$ cat src/design/assert_macros.svh
// -----------------------------------------------------------------------------
// Assertion macros
// Concurrent assertion wrappers; empty when SYNTH is defined.
// -----------------------------------------------------------------------------
`ifndef ASSERT_MACROS_SVH
`define ASSERT_MACROS_SVH

`ifndef SYNTH
// property must hold at every clock edge out of reset
`define ASSERT_PROP(lbl, clk, rst_n, prop, msg) \
	lbl: assert property (@(posedge clk) disable iff (!rst_n) (prop)) else $error(msg);
// condition must never be seen
`define ASSERT_NEVER(lbl, clk, rst_n, cond, msg) \
	lbl: assert property (@(posedge clk) disable iff (!rst_n) !(cond)) else $error(msg);
`else
`define ASSERT_PROP(lbl, clk, rst_n, prop, msg)
`define ASSERT_NEVER(lbl, clk, rst_n, cond, msg)
`endif

`endif

$ cat src/design/gha_ram.sv
// -----------------------------------------------------------------------------
// gha_ram
// Simple dual-port RAM, one write and one registered read port.
// -----------------------------------------------------------------------------
module gha_ram #(
	parameter int WIDTH = 8,
	parameter int DEPTH = 16
) (
	input  logic                     clk,
	input  logic                     we,
	input  logic [$clog2(DEPTH)-1:0] waddr,
	input  logic [WIDTH-1:0]         wdata,
	input  logic                     re,
	input  logic [$clog2(DEPTH)-1:0] raddr,
	output logic [WIDTH-1:0]         rdata
);

	logic [WIDTH-1:0] mem_q [DEPTH];
	logic [WIDTH-1:0] rdata_q;

	always_ff @(posedge clk) begin
		if (we) begin
			mem_q[waddr] <= wdata;
		end
		if (re) begin
			rdata_q <= mem_q[raddr];
		end
	end

	assign rdata = rdata_q;

endmodule

$ cat config.mk
export PLATFORM = sky130hd
export DESIGN_NAME = gha_ram
export DESIGN_NICKNAME = d
export VERILOG_FILES = /design/src/design/assert_macros.svh /design/src/design/gha_ram.sv
export SDC_FILE = /design/constraint.sdc
export NUM_CORES = 1
export LEC_CHECK = 0
export BUFFER_PORTS_ARGS = -buffer_cell sky130_fd_sc_hd__clkbuf_2
export CORE_UTILIZATION = 55
export CTS_CLUSTER_DIAMETER = 30
export CTS_CLUSTER_SIZE = 24
export DETAILED_ROUTE_END_ITERATION = 7
export PLACE_DENSITY = 0.7
export SETUP_SLACK_MARGIN = 0.4
export SKIP_LAST_GASP = 1
export SYNTH_ARGS = -nofsm -noshare
export SYNTH_HDL_FRONTEND = slang
export SYNTH_SLANG_ARGS = --single-unit
$ cat constraint.sdc
create_clock -name clk -period 4 [get_ports clk]
set_input_delay 0.4 -clock clk [delete_from_list [all_inputs] [get_ports clk]]
set_output_delay 0.4 -clock clk [all_outputs]
set_load 0.05 [all_outputs]
-- Yosys cells after proc, flatten, opt, wreduce, memory -nomap -nowiden
Memory sizes are Yosys's and may differ from the RTL's. A register that Yosys moved wholly into a read port is not among the register bits.
Index checks and enable logic that the tools add are counted.
- memories kept: 1
- bits in read-only memories: 0
- bits in writable memories: 128
- flip-flop bits (word level): 0
- bits in latches: 0
- input bits: 19
- equality and inequality tests: 0
- bitwise gates (word level): 0
- reduce and logical (&&, ||, !) cells: 0
- mux-type cells: 2
- magnitude comparators: 0
- div/mod/pow operators: 0
- multipliers: 0
- shifts and indexed selects: 0
- add/sub/neg operators: 0
- memories (name ; depth ; bits a word ; read ports ; clocked after memory_dff ; write ports ; line ; source):
    mem_q ; 16 ; 8 ; 1 ; 1 ; 1 ; gha_ram.sv:18 ; logic [WIDTH-1:0] mem_q [DEPTH];
- operators with widths (operator ; count):
    2-to-1 mux 1 bit ; 2

-- Longest topological paths before layout
- depth after elaboration: 2
- gate-level depth with buffers: 5

-- Worst setup path after synthesis
No wires, ideal clock.
- kind: input-to-reg
- start point: input port waddr[2]
- end point: memory mem_q[0][0] (enable)
- cell stages on the path: 2
- path slack: 2.107 ns
- buffers on the path: 0
- data arrival time: 1.510 ns
- data required time: 3.617 ns
- library setup time: 0.383 ns
- cells stage by stage: or3b_2 nor3_1
- RTL lines (item ; line ; source):
    start: declaration ; gha_ram.sv:11 ; input logic [$clog2(DEPTH)-1:0] waddr,
    end: declaration ; gha_ram.sv:18 ;
No word-level cell before the write port.

==> impl_results.html <==
<table>
<tr><th>Metric</th><th>Value</th></tr>
<tr><th colspan="2">Clock network</th></tr>
<tr><td>Number of resized instances in the post-cts repair step</td><td>0</td></tr>
<tr><td>Root buffer selected by CTS</td><td>sky130_fd_sc_hd__clkbuf_8</td></tr>
<tr><td>CTS hold repair buffers</td><td>0</td></tr>
<tr><td>Worst-Skew Late Latency</td><td>0.51 ns</td></tr>
<tr><td>Number of sinks on the clock net</td><td>136</td></tr>
<tr><td>Clock tree from TritonCTS</td><td>done</td></tr>
<tr><td>Number of buffers added for setup after CTS</td><td>0</td></tr>
<tr><td>Number of CTS-inserted buffers</td><td>17</td></tr>
<tr><td>Maximum level of the CTS H-tree</td><td>4</td></tr>
<tr><td>Clock transition at the registers of the reported paths</td><td>0.06 ns</td></tr>
<tr><td>CTS max path bufs</td><td>2</td></tr>
<tr><th colspan="2">Worst hold path</th></tr>
<tr><td>Hold path depth</td><td>1</td></tr>
<tr><td>Path class of the lowest-slack min-delay path</td><td>input pin to register</td></tr>
<tr><th colspan="2">Yosys</th></tr>
<tr><td>Avg Inst Size Synth</td><td>22.8 sq um</td></tr>
<tr><td>Synth cell types</td><td>18</td></tr>
<tr><td>Number of flip-flops and latches in the synthesized netlist</td><td>136</td></tr>
<tr><td>Yosys synthesis warning count</td><td>0</td></tr>
<tr><td>Mapped Nets</td><td>248</td></tr>
<tr><td>Number of standard cells after synthesis</td><td>229</td></tr>
<tr><td>Sequential-to-total area share from yosys stat</td><td>78.1%</td></tr>
<tr><td>Synthesized cell area</td><td>0.00523 sq mm</td></tr>
<tr><th colspan="2">Worst setup path</th></tr>
<tr><td>Worst Path Arrival</td><td>2.15 ns</td></tr>
<tr><td>Cell Chain, Critical Path</td><td>clkbuf_2, buf_4, mux4_1, a22oi_1, nand2_1</td></tr>
<tr><td>Highest net fanout along the worst path</td><td>16</td></tr>
<tr><td>Required time of the critical path</td><td>4.25 ns</td></tr>
<tr><td>Type of element capturing the critical path</td><td>register</td></tr>
<tr><td>Top cell family by delay on the critical path</td><td>buffers and inverters</td></tr>
<tr><td>Slowest stage cell, crit path</td><td>sky130_fd_sc_hd__mux4_1</td></tr>
<tr><td>Crit path kind</td><td>input pin to register</td></tr>
<tr><td>Critical path launch point type</td><td>input pin</td></tr>
<tr><td>Cell depth of the worst flop-to-flop path</td><td>3</td></tr>
<tr><td>Sum of buffers and inverters on the critical path</td><td>2</td></tr>
<tr><td>Crit path depth</td><td>5</td></tr>
<tr><td>Peak per-stage delay on the critical path</td><td>0.62 ns</td></tr>
<tr><th colspan="2">Place</th></tr>
<tr><td>DP HPWL</td><td>5.87 mm</td></tr>
<tr><td>Routability congestion estimate</td><td>0.759</td></tr>
<tr><td>Count of buffers from port buffering</td><td>26</td></tr>
<tr><td>Cell count after placement</td><td>378</td></tr>
<tr><th colspan="2">Route</th></tr>
<tr><td>Post-route antenna net violation count</td><td>0</td></tr>
<tr><td>Via count</td><td>2435</td></tr>
<tr><td>Final Routed Wirelength</td><td>9.96 mm</td></tr>
<tr><td>DRC violation count after routing</td><td>0</td></tr>
<tr><td>Average routed wire per standard cell</td><td>24.3 um</td></tr>
<tr><td>DRC violation total after the first TritonRoute iteration</td><td>231</td></tr>
<tr><td>Vias/cell</td><td>5.94</td></tr>
<tr><td>Detailed-routing iteration count for the pre-antenna-repair pass</td><td>5</td></tr>
<tr><th colspan="2">Die</th></tr>
<tr><td>Core area</td><td>0.00924 sq mm</td></tr>
<tr><td>Number of I/O pins</td><td>27</td></tr>
<tr><td>Standard-cell row count</td><td>35</td></tr>
<tr><td>Horizontal die dimension</td><td>99.5 um</td></tr>
<tr><td>Starting Density</td><td>56.6%</td></tr>
<tr><td>Total Die Area</td><td>0.00990 sq mm</td></tr>
<tr><td>Vertical die dimension</td><td>99.5 um</td></tr>
<tr><th colspan="2">Flow run</th></tr>
<tr><td>Number of maximum-capacitance constraint violations</td><td>0</td></tr>
<tr><th colspan="2">Layout</th></tr>
<tr><td>Final core occ</td><td>65.2%</td></tr>
<tr><td>Layout cell share with drive strength beyond 1</td><td>28.1%</td></tr>
<tr><td>Area growth from synthesis to layout</td><td>15.2%</td></tr>
<tr><td>Most common library cell in the layout ignoring fill and taps</td><td>sky130_fd_sc_hd__edfxtp_1</td></tr>
<tr><td>Cell Count, Final, Fillers Out</td><td>410</td></tr>
<tr><td>Top library cells by usage in the layout, fill and taps aside</td><td>sky130_fd_sc_hd__edfxtp_1, sky130_fd_sc_hd__clkbuf_2, sky130_fd_sc_hd__mux4_2, sky130_fd_sc_hd__a22oi_1, sky130_fd_sc_hd__clkbuf_16</td></tr>
<tr><td>Net count of the finished layout</td><td>287</td></tr>
<tr><td>Count of antenna diodes in the layout</td><td>0</td></tr>
<tr><th colspan="2">Pwr</th></tr>
<tr><td>Static power due to leakage</td><td>2.00 nW</td></tr>
<tr><td>Highest ir drop seen on vdd</td><td>0.318 mV</td></tr>
<tr><td>Ratio of total power to cell area</td><td>532 mW/mm^2</td></tr>
<tr><th colspan="2">STA</th></tr>
<tr><td>Final period utilization</td><td>47.4%</td></tr>
<tr><td>Transition time of the tightest slew-check pin</td><td>1.13 ns</td></tr>
<tr><td>Total count of hold-check failures in the final report</td><td>0</td></tr>
<tr><td>Max transition margin</td><td>24.2%</td></tr>
<tr><td>Largest clock skew in the final design</td><td>0.00766 ns</td></tr>
<tr><td>Peak Freq</td><td>527 MHz</td></tr>
<tr><td>Setup TNS</td><td>0 ns</td></tr>
<tr><td>Final setup violating endpoints</td><td>0</td></tr>
<tr><td>RSZ-0062 raised after global routing</td><td>false</td></tr>
<tr><td>Worst hold slack</td><td>0.288 ns</td></tr>
<tr><td>Max-slew violation total from the final report</td><td>0</td></tr>
<tr><td>Final Critical Period</td><td>1.90 ns</td></tr>
<tr><th colspan="2">GRT</th></tr>
<tr><td>Total global routing overflow</td><td>0</td></tr>
<tr><td>Largest net degree at the start of global routing</td><td>33</td></tr>
<tr><td>Number of antenna violations at the first check in global routing</td><td>0</td></tr>
<tr><td>Via count of the first global-routing pass</td><td>2418</td></tr>
<tr><td>Total track usage</td><td>22.3%</td></tr>
<tr><td>Global-route wire length before repair</td><td>14.8 mm</td></tr>
<tr><th colspan="2">Run status</th></tr>
<tr><td>Run status</td><td>complete, no violations</td></tr>
</table>
==> metal layers <==
metal / vias up / track usage (%) / share of wire, %
li1: 1062 / - / -
met1: 1252 / 31.6 / 44
met2: 111 / 33.8 / 48
met3: 10 / 6.32 / 6.9
met4: 0 / 8.37 / 1.0
met5: - / 0 / 0
==> worst paths after layout <==
| path | end | startpoint | slack (ns) |
|---|---|---|---|
| min | rdata[6] | re | 0.29 |
| max reg2reg | rdata[3] | mem_q[0][3] | 2.47 |
| max | rdata[3] | raddr[0] | 2.10 |
| min reg2reg | rdata[0] | mem_q[12][0] | 0.75 |
==> layout make-up <==
| type | instances | area [sq um] |
|---|---|---|
| flip-flops and latches | 136 | 4080 |
| fillers | 627 | 3220 |
| multi-input cells | 83 | 1070 |
| clock buffers | 18 | 418 |
| well taps | 129 | 161 |
| repair buffers | 30 | 160 |
| clock inverters | 14 | 134 |
==> registers in the layout, summed over array words and instances, names as in the netlist <==
| name | count |
|---|---|
| mem_q | 128 |
| rdata | 8 |
==> power by group <==
| part | switching (mW) | internal (mW) | leakage, nW |
|---|---|---|---|
| clock | 0.551 | 0.876 | 0.259 |
| combinational | 0.106 | 0.0569 | 0.501 |
| sequential | 0.00864 | 1.61 | 1.24 |
| total | 0.665 | 2.54 | 2.00 |
==> cell families (layout without fill, tap and decap cells) <==
family | count (synthesis) | in the layout | share of synthesized area, %
flip-flops | 136 | 136 | 78.1
buffers and inverters | 10 | 62 | 1.65
multiplexers | 32 | 32 | 14.8
AND/OR/NAND/NOR | 35 | 35 | 3.14
AO/OA/AOI/OAI | 16 | 16 | 2.30
==> cell usage after synthesis, drive strengths merged <==
cell type,count,share of area [%]
edfxtp,136,78
nor2,13,0.93
or3b,1,0.17
a22oi,16,2.3
clkdlybuf4s25,3,0.57
mux4,32,15
nand3,1,0.096
nor3,4,0.38
and2,1,0.12
nand2b,2,0.24
nand3b,2,0.29
nand2,9,0.65
buf,7,1.1
and2b,1,0.14
nor2b,1,0.12
==> per-stage QoR <==
stage / worst slack [ns] / area, sq um / total power, mW
floorplan: 2.11 / 5230 / 1.75
global placement: 1.59 / 5470 / 1.80
detailed placement: 1.59 / 5470 / 1.81
CTS: 2.06 / 6020 / 3.22
global route: 1.98 / 6020 / 3.29
finish: 2.10 / 6020 / 3.20
==> worst register-to-register path: cells and delay by family (launching register included) <==
family | cells | cell delay (ns)
muxes | 1 | 0.52
DFF | 1 | 0.36
AOI/OAI and AO/OA | 1 | 0.27
and+or+nand+nor | 1 | 0.12
Note: power is estimated with default switching activity, not from simulation.
