$ cat src/design/assert_macros.svh
// -----------------------------------------------------------------------------
// Assertion macros
// Concurrent assertion wrappers; empty when SYNTH is defined.
// -----------------------------------------------------------------------------
`ifndef ASSERT_MACROS_SVH
`define ASSERT_MACROS_SVH

`ifndef SYNTH
// property must hold at every clock edge out of reset
`define ASSERT_PROP(lbl, clk, rst_n, prop, msg) \
	lbl: assert property (@(posedge clk) disable iff (!rst_n) (prop)) else $error(msg);
// condition must never be seen
`define ASSERT_NEVER(lbl, clk, rst_n, cond, msg) \
	lbl: assert property (@(posedge clk) disable iff (!rst_n) !(cond)) else $error(msg);
`else
`define ASSERT_PROP(lbl, clk, rst_n, prop, msg)
`define ASSERT_NEVER(lbl, clk, rst_n, cond, msg)
`endif

`endif

$ cat src/design/gha_pkg.sv
// -----------------------------------------------------------------------------
// gha_pkg
// Shared types, constants and helpers of the handle allocator.
// -----------------------------------------------------------------------------
package gha_pkg;

	localparam int MAX_SLOTS = 1024;
	localparam int GEN_W     = 16;
	localparam int SLOT_AW   = $clog2(MAX_SLOTS);
	localparam int IDX_W     = $clog2(MAX_SLOTS + 1);

	typedef enum logic [1:0] {
		OP_ALLOC  = 2'd0,
		OP_CHECK  = 2'd1,
		OP_REMOVE = 2'd2,
		OP_CLEAR  = 2'd3
	} op_t;

	typedef enum logic [1:0] {
		ST_IDLE,
		ST_EXEC,
		ST_SWEEP
	} state_t;

	typedef struct packed {
		logic             empty;
		logic [IDX_W-1:0] next;
		logic [GEN_W-1:0] gen;
	} slot_t;

	// controller to datapath
	typedef struct packed {
		logic accept;
		logic exec;
		logic sweep;
	} cmd_t;

	// datapath to controller
	typedef struct packed {
		logic sweep_go;
		logic sweep_last;
	} stat_t;

	function automatic logic [GEN_W-1:0] bump_gen(input logic [GEN_W-1:0] g);
		logic [GEN_W-1:0] n;
		n = g + GEN_W'(1);
		return (n == '0) ? GEN_W'(1) : n;
	endfunction

endpackage

$ cat src/design/gha_datapath.sv
// -----------------------------------------------------------------------------
// gha_datapath
// Handle state registers, slot update logic and result registers.
// -----------------------------------------------------------------------------
`include "assert_macros.svh"

module gha_datapath (
	input  logic                          clk,
	input  logic                          arst_n,
	input  gha_pkg::cmd_t                 cmd,
	output gha_pkg::stat_t                stat,
	input  logic [1:0]                    operation,
	input  logic [gha_pkg::IDX_W-1:0]     handle_index,
	input  logic [gha_pkg::GEN_W-1:0]     handle_generation,
	output logic                          ram_we,
	output logic [gha_pkg::SLOT_AW-1:0]   ram_waddr,
	output gha_pkg::slot_t                ram_wdata,
	output logic                          ram_re,
	output logic [gha_pkg::SLOT_AW-1:0]   ram_raddr,
	input  gha_pkg::slot_t                ram_rdata,
	output logic                          done,
	output logic [gha_pkg::IDX_W-1:0]     result_index,
	output logic [gha_pkg::GEN_W-1:0]     result_generation,
	output logic                          handle_valid,
	output logic                          table_full,
	output logic                          rejected,
	output logic [gha_pkg::IDX_W-1:0]     live_count
);

	import gha_pkg::*;

	op_t                op_q;
	logic [IDX_W-1:0]   idx_q;
	logic [GEN_W-1:0]   gen_q;
	logic [IDX_W-1:0]   used_q, used_d;
	logic [IDX_W-1:0]   head_q, head_d;
	logic [IDX_W-1:0]   live_q, live_d;
	logic [SLOT_AW-1:0] cnt_q;
	logic [IDX_W-1:0]   cnt_ext;

	logic               done_q, done_d;
	logic [IDX_W-1:0]   ridx_q, ridx_d;
	logic [GEN_W-1:0]   rgen_q, rgen_d;
	logic               valid_q, valid_d;
	logic               full_q, full_d;
	logic               rej_q, rej_d;

	logic               head_ok;
	logic               in_range;
	logic               live_hit;
	logic [GEN_W-1:0]   gen_bumped;

	assign head_ok    = (head_q != '0) && (head_q <= used_q);
	assign in_range   = (idx_q != '0) && (idx_q <= used_q);
	assign live_hit   = in_range && !ram_rdata.empty && (ram_rdata.gen == gen_q);
	assign gen_bumped = bump_gen(ram_rdata.gen);
	assign cnt_ext    = {1'b0, cnt_q};

	assign stat.sweep_go   = (op_q == OP_CLEAR) && (used_q != '0);
	assign stat.sweep_last = (cnt_ext + IDX_W'(1)) == used_q;

	// read port: free-list head, word's slot, or first/next sweep entry
	always_comb begin
		logic [IDX_W-1:0] ra;
		ra = '0;
		if (cmd.accept) begin
			case (op_t'(operation))
				OP_ALLOC:  ra = head_q - IDX_W'(1);
				OP_CLEAR:  ra = '0;
				default:   ra = handle_index - IDX_W'(1);
			endcase
		end else if (cmd.sweep) begin
			ra = cnt_ext + IDX_W'(1);
		end
		ram_re    = cmd.accept || cmd.sweep;
		ram_raddr = ra[SLOT_AW-1:0];
	end

	always_comb begin
		logic [IDX_W-1:0] wa;
		wa        = '0;
		ram_we    = 1'b0;
		ram_wdata = '0;
		used_d    = used_q;
		head_d    = head_q;
		live_d    = live_q;
		done_d    = 1'b0;
		ridx_d    = '0;
		rgen_d    = '0;
		valid_d   = 1'b0;
		full_d    = 1'b0;
		rej_d     = 1'b0;

		if (cmd.exec) begin
			case (op_q)
				OP_ALLOC: begin
					done_d = 1'b1;
					if (head_ok) begin
						ram_we    = 1'b1;
						wa        = head_q - IDX_W'(1);
						ram_wdata = '{empty: 1'b0, next: '0, gen: gen_bumped};
						head_d    = ram_rdata.next;
						live_d    = live_q + IDX_W'(1);
						ridx_d    = head_q;
						rgen_d    = gen_bumped;
					end else if (used_q == IDX_W'(MAX_SLOTS)) begin
						full_d = 1'b1;
					end else begin
						ram_we    = 1'b1;
						wa        = used_q;
						ram_wdata = '{empty: 1'b0, next: '0, gen: GEN_W'(1)};
						used_d    = used_q + IDX_W'(1);
						live_d    = live_q + IDX_W'(1);
						ridx_d    = used_q + IDX_W'(1);
						rgen_d    = GEN_W'(1);
					end
				end
				OP_CHECK: begin
					done_d  = 1'b1;
					valid_d = live_hit;
				end
				OP_REMOVE: begin
					done_d = 1'b1;
					if (live_hit) begin
						ram_we    = 1'b1;
						wa        = idx_q - IDX_W'(1);
						ram_wdata = '{empty: 1'b1, next: head_q, gen: ram_rdata.gen};
						head_d    = idx_q;
						live_d    = live_q - IDX_W'(1);
						valid_d   = 1'b1;
					end else begin
						rej_d = 1'b1;
					end
				end
				OP_CLEAR: begin
					done_d = !stat.sweep_go;
				end
				default: begin
					done_d = 1'b1;
				end
			endcase
		end else if (cmd.sweep) begin
			ram_we    = 1'b1;
			wa        = cnt_ext;
			ram_wdata = '{empty: 1'b1,
			              next:  stat.sweep_last ? '0 : cnt_ext + IDX_W'(2),
			              gen:   gen_bumped};
			if (stat.sweep_last) begin
				head_d = IDX_W'(1);
				live_d = '0;
				done_d = 1'b1;
			end
		end
		ram_waddr = wa[SLOT_AW-1:0];
	end

	always_ff @(posedge clk or negedge arst_n) begin
		if (!arst_n) begin
			used_q <= '0;
			head_q <= '0;
			live_q <= '0;
			done_q <= 1'b0;
		end else begin
			used_q <= used_d;
			head_q <= head_d;
			live_q <= live_d;
			done_q <= done_d;
		end
	end

	always_ff @(posedge clk) begin
		if (cmd.accept) begin
			op_q  <= op_t'(operation);
			idx_q <= handle_index;
			gen_q <= handle_generation;
		end
		if (cmd.exec) begin
			cnt_q <= '0;
		end else if (cmd.sweep) begin
			cnt_q <= cnt_q + SLOT_AW'(1);
		end
		if (done_d) begin
			ridx_q  <= ridx_d;
			rgen_q  <= rgen_d;
			valid_q <= valid_d;
			full_q  <= full_d;
			rej_q   <= rej_d;
		end
	end

	assign done              = done_q;
	assign result_index      = ridx_q;
	assign result_generation = rgen_q;
	assign handle_valid      = valid_q;
	assign table_full        = full_q;
	assign rejected          = rej_q;
	assign live_count        = live_q;

	`ASSERT_PROP(a_live_le_used, clk, arst_n, live_q <= used_q, "live count above high-water mark")
	`ASSERT_NEVER(a_used_max, clk, arst_n, used_q > IDX_W'(MAX_SLOTS), "high-water mark overflow")
	`ASSERT_PROP(a_remove_push, clk, arst_n,
		(cmd.exec && op_q == OP_REMOVE && live_hit) |=> (head_q == $past(idx_q)),
		"removed slot not at free-list head")
	`ASSERT_PROP(a_done_single, clk, arst_n, done_q |=> !done_q, "result strobe held over")

endmodule

$ cat config.mk
export PLATFORM = sky130hd
export DESIGN_NAME = gha_datapath
export DESIGN_NICKNAME = d
export VERILOG_FILES = /design/src/design/gha_pkg.sv /design/src/design/gha_datapath.sv
export VERILOG_INCLUDE_DIRS = /design/src /design/src/design
export SDC_FILE = /design/constraint.sdc
export NUM_CORES = 1
export LEC_CHECK = 0
export BUFFER_PORTS_ARGS = -buffer_cell sky130_fd_sc_hd__clkbuf_2
export CAP_MARGIN = 25
export CORE_ASPECT_RATIO = 1.5
export CORE_MARGIN = 3
export CORE_UTILIZATION = 45
export CTS_CLUSTER_SIZE = 10
export DETAILED_ROUTE_END_ITERATION = 7
export GPL_TIMING_DRIVEN = 0
export PLACE_DENSITY = 0.68
export SLEW_MARGIN = 20
export SYNTH_ARGS = -nofsm -noshare
export SYNTH_HDL_FRONTEND = slang
export SYNTH_SLANG_ARGS = --single-unit
$ cat constraint.sdc
create_clock -name clk -period 5.4 [get_ports clk]
set_input_delay 0.81 -clock clk [delete_from_list [all_inputs] [get_ports clk]]
set_output_delay 0.81 -clock clk [all_outputs]
set_load 0.03 [all_outputs]
# Word level (Yosys, flattened, before mapping)
# Index checks and enable logic that the tools add are counted.
# word_totals
ff_bits,103
wordCells,110
mem_bits_ro,0
out_inout_bits,94
input_bits,62
latchBits,0
memories,0
ramBits,0
# op_classes
reduce_logical,23
n_div,0
n_bitwise,4
n_eq_ne,11
magnitude_cmp,2
n_addsub,10
n_mux,47
shift,0
multipliers,0
# op_table
op,n
$mux 11,14
$mux 28,3
$mux 10,7
$pmux 28 s2,1
$mux 16,3
$pmux 11 s2,2
$pmux 10 s2,2
$reduce_bool 11->1,3
$sub 10x1->10 const B,3
$add 11x1->11 const B,2
$le 11x11->1,2
$add 16x1->16 const B,1
$eq 16x16->1,1
$logic_not 16->1,1
$mux 1,12
$add 10x1->11 const B,1
$add 10x2->11 const B,1
$eq 11x11->1,1
$eq 11x11->1 const B,1
$sub 11x1->11 const B,1
$add 10x1->10 const B,1
$reduce_and 5->1,2
$eq 2x2->1 const B,3
$ne 3x3->1 const B,2
other kinds (13),27

# Depth between registers and ports, before layout
# logic_depth
word_depth,7
depth_mapped,13
mapped_depth_nobuf,11

# Least setup slack after synthesis
# No wires, ideal clock.
# synth_timing
kind,reg2out
from,register used_q[6]
to,output port ram_wdata[11] in the netlist's numbering
arrival_time_ns,3.093
setup_slack_ns,1.497
path_stages_with_launch,12
n_path_buf,2
required_time_ns,4.590
cell_sequence,dfrtp_1 > clkbuf_1 > inv_1 > ha_1 > a21oi_1 > o21ai_1 > a2111oi_1 > o2111ai_2 > nor3_1 > buf_2 > a21oi_1 > mux2i_1
# synth_lines
element,line,text
from (decl),gha_datapath.sv:35,"logic [IDX_W-1:0] used_q, used_d;"
from (signal assigned),gha_datapath.sv:164,used_q <= used_d;
to (decl),gha_datapath.sv:17,"output gha_pkg::slot_t ram_wdata,"

==> key figures <==
Run status
  – Status: finished, final reports clean

Clocking
  – Setup Buffers After CTS: 0
  – Post-cts sizing count: 0
  – Total CTS buffers: 9
  – Hold buffer count at cts: 0
  – Clk slew on worst S/H paths: 0.08 ns
  – TritonCTS clock tree: yes
  – CTS sink cnt: 103
  – Htree depth: 3
  – CTS root buffer: clkbuf_16
  – Clock Path Buffers: 2
  – Clock Latency Late Sink: 0.36 ns

Die
  – Initial Utilization: 46.3%
  – Row cnt: 57
  – Die width: 112 microns
  – Core area: 16300 sq um
  – Die area: 18400 sq um
  – Die H: 165 microns
  – Top Ports: 156

Setup path
  – CP endpoint kind: primary output
  – CP startpoint: used_q[6]
  – Ordered cell list for the critical path: clkbuf_1, inv_1, ha_1, a21oi_1, o21ai_1, a2111oi_1, o2111ai_2, nor3_1, buf_2, o21ai_0, o21ai_0, clkbuf_2
  – Worst EP arrival: 4.35 ns
  – CP max FO: 10
  – Crit Path Category: register to primary output
  – Top cell by count, worst path: o21ai_0
  – Largest delay share family, worst path: buffers and inverters
  – Worst setup SP type: register
  – WP buf/inv: 4
  – Critical path data required time: 4.59 ns
  – CP max stage delay: 0.56 ns
  – R2r startpoint: used_q[6]
  – Critical-path top delay cell: nor3_1

Logic synthesis
  – Number of synthesized flops with an enable pin: 59
  – Yosys reg bits: 103
  – Sequential fraction of the synthesis area: 37.3%
  – Synth area leader: edfxtp_1
  – Post-Syn Area: 7560 sq um
  – Most frequent cell after synthesis: nand2_1
  – Ys async rst share: 33.0%
  – Largest cells by area after synthesis: edfxtp_1 23%, dfrtp_1 11%, xnor2_1 9.0%
  – Syn Area/Cell: 9.12 sq um
  – Share of the synthesized area in the top cell type: 23.4%
  – Syn_nets: 935
  – Post-synth top cells: 83 x nand2_1, 78 x xnor2_1, 68 x nor2_1
  – Mapped Cells: 829
  – Ys Warns: 0
  – Most common flop cell mapped by yosys: edfxtp_1
  – Number of distinct library cells after synthesis: 74

Power
  – Static leakage: 0.00360 uW
  – Seq pwr share: 35.5%
  – Worst vdd ir: 0.000219 V
  – Comb power frac: 40.7%
  – Clock share of power: 23.8%
  – Internal power: 1890 uW
  – Switching power: 1320 uW
  – Switch share: 41.1%
  – PD cells: 359 nW/um^2

Final layout
  – Area grow syn2layout: 17.9%
  – Share of cells above drive strength 1: 20.8%
  – Antenna fix cells: 0
  – Nets@finish: 1090

Detailed routing
  – Drt first-iter violations: 530
  – Initial DRT Pass Iterations: 5
  – Detailed-route wire length: 25100 microns
  – Vias: 7169
  – ANT nets after route: 0
  – DRC viols: 0
  – DR vias/cell: 6.00
  – WL/cell: 21.0 microns

Placed design
  – Place WS: 0.741 ns
  – DP HPWL: 19100 microns
  – Placer Congestion: 0.971
  – IO Port Bufs: 143

Global route
  – Number of global-route vias before repair: 6991
  – GRT Overall Usage: 26.7%
  – Overflow after GRT: 0
  – Largest net degree at the start of global routing: 35
  – Global-route wire length before repair: 38200 microns
  – Initial antenna violation count: 0

Timing
  – RSZ-0062 raised after global routing: no
  – Final worst slack: 0.243 ns
  – Final Critical Period: 5.16 ns
  – WHS: 0.551 ns
  – Slew Viols, Final: 0
  – Max Clock Freq: 194 MHz
  – Final period utilization: 95.5%
  – Clk_skew: 0.00737 ns
  – Total negative slack: 0 ns
  – Worst Max-Slew Pin Slew: 0.972 ns
  – Final Setup Violations: 0
  – Hold Fails Final Rpt: 0
  – Relative slew margins: 35.2%

Worst hold path
  – Worst Hold Class: register to register
  – Hold Startpoint: live_count[7]

Flow run
  – Max Cap Viol: 0
through the flow:
step / cell area [sq um] / utilization, % / cells / power [uW]
global placement: 8540 / 52.3 / 1178 / 2410
floorplan: 7560 / - / 829 / 2030
global route: 8920 / 54.6 / 1195 / 3370
CTS: 8920 / 54.6 / 1195 / 3190
detailed placement: 8580 / 52.5 / 1179 / 2430
finish: 8920 / 54.6 / 1195 / 3200
area by class of cell:
cell class	count	area [sq um]
Timing Repair Buffer	144	743
Fill cell	1509	7420
Inverter	32	120
Clock buffer	10	239
Multi-Input combinational cell	640	4380
Buffer	54	258
Clock inverter	6	100
Sequential cell	103	2820
Tap cell	206	258
path summary, 6_finish.rpt:
kind / endpoint / slack [ns] / depth (start not counted)
worst max-delay path: ram_wdata[10] / 0.24 / 12
worst min-delay path: live_count[7] / 0.55 / 1
worst max register to register: result_index[4] / 1.56 / 11
worst min register to register: live_count[7] / 0.55 / 1
max in group asynchronous: done / 4.20 / 1
min in group asynchronous: head_q[9] / 0.58 / 1
sequential cells by signal (all words and copies together), names as in the netlist:
register / count
head_q: 11
gen_q: 16
result_index: 11
live_count: 11
result_generation: 16
table_full: 1
idx_q: 11
cnt_q: 10
op_q: 2
handle_valid: 1
done: 1
rejected: 1
used_q: 11
per-layer routing:
layer	global-route usage, %	share of wire [%]	up-vias
met5	0	0	-
met4	15.0	6.0	0
met3	4.25	7.4	89
met2	46.5	49	387
met1	31.1	38	3388
li1	-	-	3305
worst register-to-register path: stages, from the launching register on:
cell	delay (ns)
dfrtp_1	0.33
clkbuf_1	0.49
inv_1	0.27
ha_1	0.40
o21ai_0	0.09
nor2_1	0.07
o31ai_1	0.27
o211ai_1	0.20
a21oi_1	0.43
nand3b_1	0.39
clkbuf_1	0.41
o21ai_0	0.22
layout by cell type, fill, tap and decap left out, drive strengths merged, types with 28 or more instances in the layout:
master / instances
edfxtp: 59
xnor2: 78
dfrtp: 34
ha: 43
nand3: 28
xor2: 35
buf: 29
o21ai: 65
inv: 34
nor2: 70
clkbuf: 179
nand2: 84
power groups by stage:
stage                     clock (uW)  combinational [uW]  sequential, uW
after floorplan                    0                 839            1200
after CTS                        768                1290            1130
after global placement             0                1260            1150
after detailed placement           0                1290            1150
final                            761                1300            1140
after global routing             796                1420            1150
kinds of logic after synthesis:
kind of cell               Yosys count  synth area share [%]
and+or+nand+nor                    280                  18.5
AOI/OAI and AO/OA                  188                  16.7
xor gates and xnor gates           113                  13.1
DFF                                103                  37.3
buffers and inverters               86                  5.00
adders and majority gates           44                  7.38
muxes                               15                  2.02
(Power assumes the default switching activity.)
